`src/hdl/esckd_pkg.sv`:
```
// shared constants and types for the escape sequence key decoder
`default_nettype none

package esckd_pkg;

	localparam int unsigned REG_COUNT = 6;
	localparam int unsigned SEQ_BYTES = 8;
	localparam int unsigned POS_W = 4;
	localparam int unsigned CFG_IDX_W = 3;
	localparam int unsigned SEQ_W = 64;
	localparam int unsigned CODE_W = 9;

	localparam logic [7:0] ESC_BYTE = 8'h1b;

	localparam logic [CODE_W-1:0] SPECIAL_CODE [REG_COUNT] = '{
		9'h148, 9'h150, 9'h14b, 9'h14d, 9'h15e, 9'h160
	};

	localparam logic [SEQ_W-1:0] SEQ_RESET [REG_COUNT] = '{
		64'h0000_0000_0041_5b1b,
		64'h0000_0000_0042_5b1b,
		64'h0000_0000_0044_5b1b,
		64'h0000_0000_0043_5b1b,
		64'h0000_0000_0000_3c1b,
		64'h0000_0000_0000_3e1b
	};

	typedef struct packed {
		logic adv;
		logic done;
	} lane_stat_t;

endpackage

`default_nettype wire

```
`src/hdl/esckd_lane.sv`:
```
// compare of one input byte against the next expected byte of one sequence
`default_nettype none

module esckd_lane (
	input  wire logic [esckd_pkg::SEQ_W-1:0] seq,
	input  wire logic [esckd_pkg::POS_W-1:0] pos,
	input  wire logic [7:0]                  byte_val,
	output esckd_pkg::lane_stat_t            stat
);

	logic [2:0]                  pos_lo;
	logic [2:0]                  pos_inc;
	logic [esckd_pkg::SEQ_W-1:0] cur_sh;
	logic [esckd_pkg::SEQ_W-1:0] nxt_sh;
	logic [7:0]                  exp_byte;
	logic [7:0]                  nxt_byte;

	assign pos_lo  = pos[2:0];
	assign pos_inc = pos_lo + 3'd1;
	assign cur_sh  = seq >> {pos_lo, 3'b000};
	assign nxt_sh  = seq >> {pos_inc, 3'b000};
	// position eight means the whole register has matched
	assign exp_byte = pos[3] ? 8'h00 : cur_sh[7:0];
	assign nxt_byte = nxt_sh[7:0];

	always_comb begin
		stat.adv  = (exp_byte != 8'h00) && (exp_byte == byte_val);
		stat.done = stat.adv && ((pos_lo == 3'd7) || (nxt_byte == 8'h00));
	end

endmodule

`default_nettype wire

```
`src/hdl/escape_sequence_key_decoder.sv`:
```
// top level: byte input register, sequence match state, result register
// a byte taken in goes to the input register; its result then goes to the result register
// throughput: one byte per cycle; in_ready drops only while both registers are full
//   and out_ready is low
// bytes that extend an open sequence without completing it give no result
// reset: arst_n clears the match state and both valid flags and loads the
//   default sequences (ESC [ A/B/D/C, ESC <, ESC >)
`default_nettype none

module escape_sequence_key_decoder #(
	parameter int unsigned NUM_SEQUENCES = 6,
	parameter int unsigned ROUND_LIMIT   = 10
) (
	input  wire logic                              clk,
	input  wire logic                              arst_n,
	input  wire logic                              in_valid,
	output logic                                   in_ready,
	input  wire logic [7:0]                        byte_in,
	output logic                                   out_valid,
	input  wire logic                              out_ready,
	output logic [esckd_pkg::CODE_W-1:0]           key_code,
	output logic                                   is_special,
	input  wire logic                              cfg_valid,
	output logic                                   cfg_ready,
	input  wire logic [esckd_pkg::CFG_IDX_W-1:0]   cfg_index,
	input  wire logic [esckd_pkg::SEQ_W-1:0]       cfg_data
);

	localparam int unsigned NUM_ACT = (NUM_SEQUENCES > esckd_pkg::REG_COUNT) ?
		esckd_pkg::REG_COUNT : NUM_SEQUENCES;
	localparam int unsigned RND_W = $clog2(ROUND_LIMIT + 1);

	logic [esckd_pkg::SEQ_W-1:0]                 seq_q [NUM_ACT];
	logic [NUM_ACT-1:0][esckd_pkg::POS_W-1:0]    pos_q;
	logic [NUM_ACT-1:0][esckd_pkg::POS_W-1:0]    nxt_pos;
	logic                                        esc_q;
	logic                                        nxt_esc;
	logic [RND_W-1:0]                            rnd_q;
	logic [RND_W-1:0]                            nxt_rnd;

	logic                                        v_s1;
	logic [7:0]                                  byte_s1;
	logic                                        adv_s1;
	logic                                        proc_s1;

	logic                                        out_valid_q;
	logic [esckd_pkg::CODE_W-1:0]                key_code_q;
	logic                                        is_special_q;

	esckd_pkg::lane_stat_t                       stat [NUM_ACT];
	logic                                        any_adv;
	logic                                        any_done;
	logic [esckd_pkg::CODE_W-1:0]                sel_code;

	logic                                        res_v;
	logic [esckd_pkg::CODE_W-1:0]                res_code;
	logic                                        res_spec;

	assign cfg_ready  = 1'b1;
	assign adv_s1     = !out_valid_q || out_ready;
	assign proc_s1    = v_s1 && adv_s1;
	assign in_ready   = !v_s1 || adv_s1;
	assign out_valid  = out_valid_q;
	assign key_code   = key_code_q;
	assign is_special = is_special_q;

	for (genvar g = 0; g < NUM_ACT; g++) begin : g_lane
		esckd_lane u_lane (
			.seq      (seq_q[g]),
			.pos      (pos_q[g]),
			.byte_val (byte_s1),
			.stat     (stat[g])
		);
	end

	always_comb begin
		any_adv  = 1'b0;
		any_done = 1'b0;
		sel_code = '0;
		// descending so the lowest completed register wins
		for (int i = NUM_ACT - 1; i >= 0; i--) begin
			if (stat[i].adv) begin
				any_adv = 1'b1;
			end
			if (stat[i].done) begin
				any_done = 1'b1;
				sel_code = esckd_pkg::SPECIAL_CODE[i];
			end
		end
	end

	always_comb begin
		res_v    = 1'b0;
		res_code = {1'b0, byte_s1};
		res_spec = 1'b0;
		nxt_esc  = 1'b0;
		nxt_rnd  = '0;
		nxt_pos  = '0;
		if (!esc_q && (byte_s1 != esckd_pkg::ESC_BYTE)) begin
			res_v = 1'b1;
		end else if (esc_q && (rnd_q >= RND_W'(ROUND_LIMIT))) begin
			res_v = 1'b1;
		end else if (any_done) begin
			res_v    = 1'b1;
			res_code = sel_code;
			res_spec = 1'b1;
		end else if (!any_adv) begin
			// nothing moved: drop the prefix, pass the byte
			res_v = 1'b1;
		end else begin
			nxt_esc = 1'b1;
			nxt_rnd = rnd_q + RND_W'(1);
			for (int i = 0; i < NUM_ACT; i++) begin
				nxt_pos[i] = stat[i].adv ? pos_q[i] + esckd_pkg::POS_W'(1) : pos_q[i];
			end
		end
	end

	always_ff @(posedge clk or negedge arst_n) begin
		if (!arst_n) begin
			v_s1        <= 1'b0;
			out_valid_q <= 1'b0;
			esc_q       <= 1'b0;
			rnd_q       <= '0;
			pos_q       <= '0;
			for (int i = 0; i < NUM_ACT; i++) begin
				seq_q[i] <= esckd_pkg::SEQ_RESET[i];
			end
		end else begin
			if (in_ready) begin
				v_s1 <= in_valid;
			end
			if (adv_s1) begin
				out_valid_q <= proc_s1 && res_v;
			end
			if (proc_s1) begin
				esc_q <= nxt_esc;
				rnd_q <= nxt_rnd;
				pos_q <= nxt_pos;
			end
			if (cfg_valid && cfg_ready) begin
				for (int i = 0; i < NUM_ACT; i++) begin
					if (cfg_index == esckd_pkg::CFG_IDX_W'(i)) begin
						seq_q[i] <= cfg_data;
					end
				end
			end
		end
	end

	always_ff @(posedge clk) begin
		if (in_valid && in_ready) begin
			byte_s1 <= byte_in;
		end
		if (proc_s1 && res_v) begin
			key_code_q   <= res_code;
			is_special_q <= res_spec;
		end
	end

`ifndef SYNTHESIS
	a_idle_pos_zero: assert property (@(posedge clk) disable iff (!arst_n)
		!esc_q |-> (pos_q == '0))
		else $error("match position nonzero while idle");

	a_round_bound: assert property (@(posedge clk) disable iff (!arst_n)
		rnd_q <= RND_W'(ROUND_LIMIT))
		else $error("round count past limit");

	a_special_code: assert property (@(posedge clk) disable iff (!arst_n)
		(out_valid && is_special) |-> key_code[esckd_pkg::CODE_W-1])
		else $error("special result without special code");

	a_s1_hold: assert property (@(posedge clk) disable iff (!arst_n)
		(v_s1 && !adv_s1) |=> (v_s1 && $stable(byte_s1)))
		else $error("input stage lost a stalled byte");
`endif

endmodule

`default_nettype wire
```
`config.mk`:
```
export PLATFORM = sky130hd
export DESIGN_NAME = escape_sequence_key_decoder
export DESIGN_NICKNAME = d
export VERILOG_FILES = /design/src/hdl/esckd_pkg.sv /design/src/hdl/esckd_lane.sv /design/src/hdl/escape_sequence_key_decoder.sv
export SDC_FILE = /design/constraint.sdc
export NUM_CORES = 1
export LEC_CHECK = 0
export BUFFER_PORTS_ARGS = -buffer_cell sky130_fd_sc_hd__buf_4
export CAP_MARGIN = 20
export CORE_MARGIN = 8
export CORE_UTILIZATION = 25
export DETAILED_ROUTE_END_ITERATION = 8
export GPL_TIMING_DRIVEN = 0
export HOLD_SLACK_MARGIN = 0.05
export PLACE_DENSITY = 0.49
export SKIP_LAST_GASP = 1
export SYNTH_ARGS = -nofsm -noshare
export SYNTH_HDL_FRONTEND = slang
export SYNTH_HIERARCHICAL = 1
export SYNTH_SLANG_ARGS = --single-unit
```
`constraint.sdc`:
```
create_clock -name clk -period 5.5 [get_ports clk]
set_clock_uncertainty 0.1 [all_clocks]
set_input_delay 1.1 -clock clk [delete_from_list [all_inputs] [get_ports clk]]
set_output_delay 1.1 -clock clk [all_outputs]
set_load 0.01 [all_outputs]
```
* Word level (Yosys, flattened, before mapping)
Cells that the tools add are included.
Word-level totals: output and inout port bits 13, register bits after elaboration 433
Operators by class: multiplexer cells 50, bitwise gates (word level) 1, add/subtract/negate cells 13, magnitude comparators 1, shifts and indexed selects 12, equal/unequal tests 24, reduce and logical (&&, ||, !) cells 55
Operators with widths (count):
- 64-bit by 6-bit >> shifter with 8-bit output | 12
- 24-bit 2-to-1 mux | 4
- 8-bit 2-to-1 mux | 9
- 9-bit 2-to-1 mux | 6
- 8-bit == test | 6
- 8-bit zero test | 6
- 8-bit nonzero test | 6
- 4-bit 2-to-1 mux | 10
- 5-bit by 2-bit != test with 1-bit output (second input constant) | 6
- 4-bit by 1-bit adder with 4-bit output (second input constant) | 7
- 3-bit == test (second input constant) | 8
- 2-bit AND reduction | 12
- 1-bit 2-to-1 mux | 21
- 3-bit by 1-bit adder with 3-bit output (second input constant) | 6
- 1-bit logical AND | 17
- 1-bit logical OR | 8
- 8-bit by 5-bit != test with 1-bit output (second input constant) | 1
- 3-bit by 2-bit == test with 1-bit output (second input constant) | 2
- 4-bit >= comparator (second input constant) | 1
- 3-bit by 1-bit == test with 1-bit output (second input constant) | 1
- 1-bit zero test | 3
- 3-bit zero test | 1
- 3-bit OR reduction | 1
- 2-bit OR reduction | 1
- 1-bit NOT | 1

* Depth between registers and ports, before layout
depth in word-level cells 15, depth in mapped cells 15, gate-level depth less buffers 11

* By module
The synthesis kept the hierarchy.
By module, submodules not included:
- escape_sequence_key_decoder | cells an instance 1049, area an instance 16748.6 um^2, sequential area each 11003.1 um^2, instances 1
- esckd_lane | cells an instance 93, area an instance 973.4 um^2, sequential area each 0.0 um^2, instances 6

* Worst setup path after synthesis
No wires, ideal clock.
kind register to register, from register pos_q[20] (netlist name), to register is_special_q (netlist: is_special), enable pin, data arrival time 3413 ps, clock period less this slack 3889 ps, stages on the path, launching flop included 13, data required time 5024 ps, path slack 1611 ps, cells stage by stage dfrtp_1 > buf_6 > buf_12 > mux4_2 > mux2_4 > a21oi_1 > a31oi_1 > o21ai_1 > a21oi_1 > or4_4 > nor3_4 > nor2_1 > nor2_1
RTL lines:
- from (decl) | line escape_sequence_key_decoder.sv:34 | logic [NUM_ACT-1:0][esckd_pkg::POS_W-1:0] pos_q;
- from (signal assigned) | line escape_sequence_key_decoder.sv:139 | pos_q <= nxt_pos;
- to (signal assigned) | line escape_sequence_key_decoder.sv:157 | is_special_q <= res_spec;
- to (decl) | line escape_sequence_key_decoder.sv:48 | logic is_special_q;

==> results_dict.tcl <==
set metrics [dict create \
    syn_nets 1707 \
    cts_made_buffers 49 \
    grt-ovfl-total 0 \
    ant_nets 0 \
    synth_compound_area_share_pct 5.351 \
    yosys-top-cells-count "392 x mux2_2, 353 x dfrtp_1, 62 x dfstp_2" \
    power_density_nw_per_um2 362.4 \
    syn_avg_cell_area_um2 14.06 \
    synth-edff-count 18 \
    path_max_fanout 10 \
    worst_ep_required_time_ps 5610 \
    htree_levels 2 \
    synth_top_family_by_area "multiplexers" \
    fmax_mhz 204.6 \
    start_util_pct 25.17 \
    ys_types 68 \
    ctsResizeCount 0 \
    wire_per_inst_um 26.31 \
    io_pins 93 \
    r2r_start "pos_q[22]" \
    clock_path_buffers 3 \
    max-cap-violations 0 \
    rr_worst_depth 12 \
    status "finished clean" \
    max_stage_delay_ps 670 \
    hold_viol 0 \
    io_buffer_count 90 \
    r2r-end "is_special" \
    whs_ps 334.5 \
    leakagePower_uw 0.01047 \
    clkPwrFrac_pct 35.1 \
    tightestPinTransition_ps 979.4 \
    cts_sinks 433 \
    gp_congestion 0.9132 \
    path_cells "buf_2 -> buf_2 -> mux4_1 -> mux2i_1 -> a21o_1 -> a31oi_1 -> o21ai_1 -> a21oi_1 -> or4_4 -> nor3_4 -> nor2_1 -> nor2_1" \
    ys_seq_elements 433 \
    crit_path_end_kind "flip-flop" \
    grt.total_usage_pct 15.36 \
    setup_tns_ps 0 \
    start_kind "flip-flop" \
    die_w_um 316.6 \
    viasPerCell 5.165 \
    max_slew_margin_pct 34.71 \
    finalCritPeriodShare_pct 88.85 \
    grt_pass1_wl_um 113700 \
    final-setup-viol-count 0 \
    cts_setup_buffers 0 \
    num_vias 15335 \
    num_rows 110 \
    crit_slowest_cell "nor2_1" \
    pwr-share-comb_pct 17.4 \
    cts-root-buf "clkbuf_16" \
    seq_area_frac_synth_pct 48.71 \
    ctsHoldBuffers 0 \
    async_reset_ff_share_pct 95.84 \
    insertion_delay_ps 600 \
    yosys.area.top_type_share_pct 39.10 \
    ir_worst_vdd_mv 0.2082 \
    synth.most_common_cell "mux2_2" \
    syn_inst 1607 \
    ys_top_cells_by_area "dfrtp_1 39%, mux2_2 20%, dfstp_2 7.2%, mux4_1 6.3%, mux4_2 4.2%" \
    fin_crit_ps 4887 \
    slew_violations 0 \
    drc 0 \
    synth_fa_ha_area_share_pct 1.108 \
    place_hpwl_um 61500 \
    fp.dieArea_um2 100200 \
    worstPathArrival_ps 5000 \
    ys_warn_count 6 \
    drt-initial-drc-count 1436 \
    die_h_um 316.6 \
    synth-main-ff-cell "dfrtp_1" \
    grt_max_degree 125 \
    fp.coreArea_um2 89740 \
    layout-drive-gt1-share_pct 44.70 \
    grt_setup_unrepaired "no" \
    synth_xor_xnor_area_share_pct 1.130 \
    netlist_area_um2 22590 \
    seq_power_share_pct 47.5 \
    cts_tree "yes" \
    synth_top_cell_by_area "dfrtp_1" \
    synth.mux.area_fraction_pct 31.77 \
    clkTransAtPathRegs_ps 60 \
    nets 1852 \
    total_power_uw 9605 \
    p_int_uw 6840 \
    hold_path.class "input port to asynchronous set/reset pin" \
    dr.pass1.iters 6 \
    antenna_found_initial 0 \
    area_growth_syn_to_layout_pct 17.34 \
    synth-simple-area-share_pct 9.089 \
    r2r_slack_ps 610 \
    routed_wl_um 78130 \
    grt_pass1_vias 15667 \
    p_sw_uw 2765 \
    critPathKind "flip-flop to flip-flop" \
    swShare_pct 28.79 \
]
[flip-flops by register name, summed over array words and instances, names as in the netlist]
register    cells
seq_q         384
pos_q          24
key_code        9
byte_s1         8
rnd_q           4
esc_q           1
is_special      1
out_valid       1
v_s1            1
[area by class of cell]
type                            instances  area (µm²)
Sequential cell                       433       11000
Multi-Input combinational cell       1068       10950
Inverter                               15       56.30
Antenna cell                            1       2.502
Tap cell                             1176        1471
Fill cell                            9019       63230
Clock inverter                         20       241.5
Timing Repair Buffer                   94       793.3
Clock buffer                           71        1409
Buffer                                 91       583.1
[critical path, delay by kind of cell, from the launching register on]
| family | cells | cell delay, ps |
|---|---|---|
| compound gates | 4 | 680 |
| buf+inv | 2 | 640 |
| flops | 1 | 510 |
| mux | 2 | 790 |
| simple gates | 4 | 1780 |
[power by group through the flow]
stage / registers, µW / clock network [µW] / logic [µW]
global placement: 4570 / 0 / 1610
floorplan: 4270 / 0 / 1170
detailed placement: 4590 / 0 / 1670
finish: 4560 / 3370 / 1670
global route: 4640 / 3590 / 1800
CTS: 4540 / 3460 / 1680
[stage by stage]
| stage | cell area (µm²) | utilization, % | setup slack (ps) | std cells |
|---|---|---|---|---|
| floorplan | 22590 | - | 1611 | 1607 |
| global placement | 24740 | 27.57 | -966.3 | 2873 |
| detailed placement | 24850 | 27.70 | 585.4 | 2877 |
| CTS | 26500 | 29.54 | 584.8 | 2968 |
| global route | 26500 | 29.54 | 240.0 | 2968 |
| finish | 26510 | 29.54 | 613.4 | 2969 |
[routing by layer]
layer	GRT usage (%)	routed length [µm]
met1	19.94	32820
met4	5.038	2683
met2	25.60	37530
met5	0	0
met3	3.016	5085
[kinds of logic after synthesis]
family / after synthesis
flops: 433
compound gates: 167
simple gates: 332
fa+ha+maj: 20
xor+xnor: 24
other cells: 1
mux: 524
buf+inv: 106
[layout by cell type, fill, tap and decap left out, types with 18 or more instances in the layout]
cell       count
mux2_2       392
dfrtp_1      353
buf_4         96
dfstp_2       62
nor4_1        56
nor2_1        54
mux4_1        54
buf_2         52
clkbuf_16     49
mux4_2        42
a21oi_1       38
nand2_1       37
clkbuf_1      31
or4_1         30
mux2i_1       25
o21ai_0       21
ha_1          20
nand4b_1      19
edfxtp_1      18
xnor2_1       18
[worst max-delay path by stage]
stage / start / endpoint / slack (ps)
floorplan: pos_q[20] / is_special / 1610
CTS: pos_q[20] / is_special / 580
global route: pos_q[10] / is_special / 240
detailed placement: pos_q[20] / is_special / 590
global placement: arst_n / seq_q[55] / -970
finish: pos_q[22] / is_special / 610
Power figures use the tool's default switching activity.
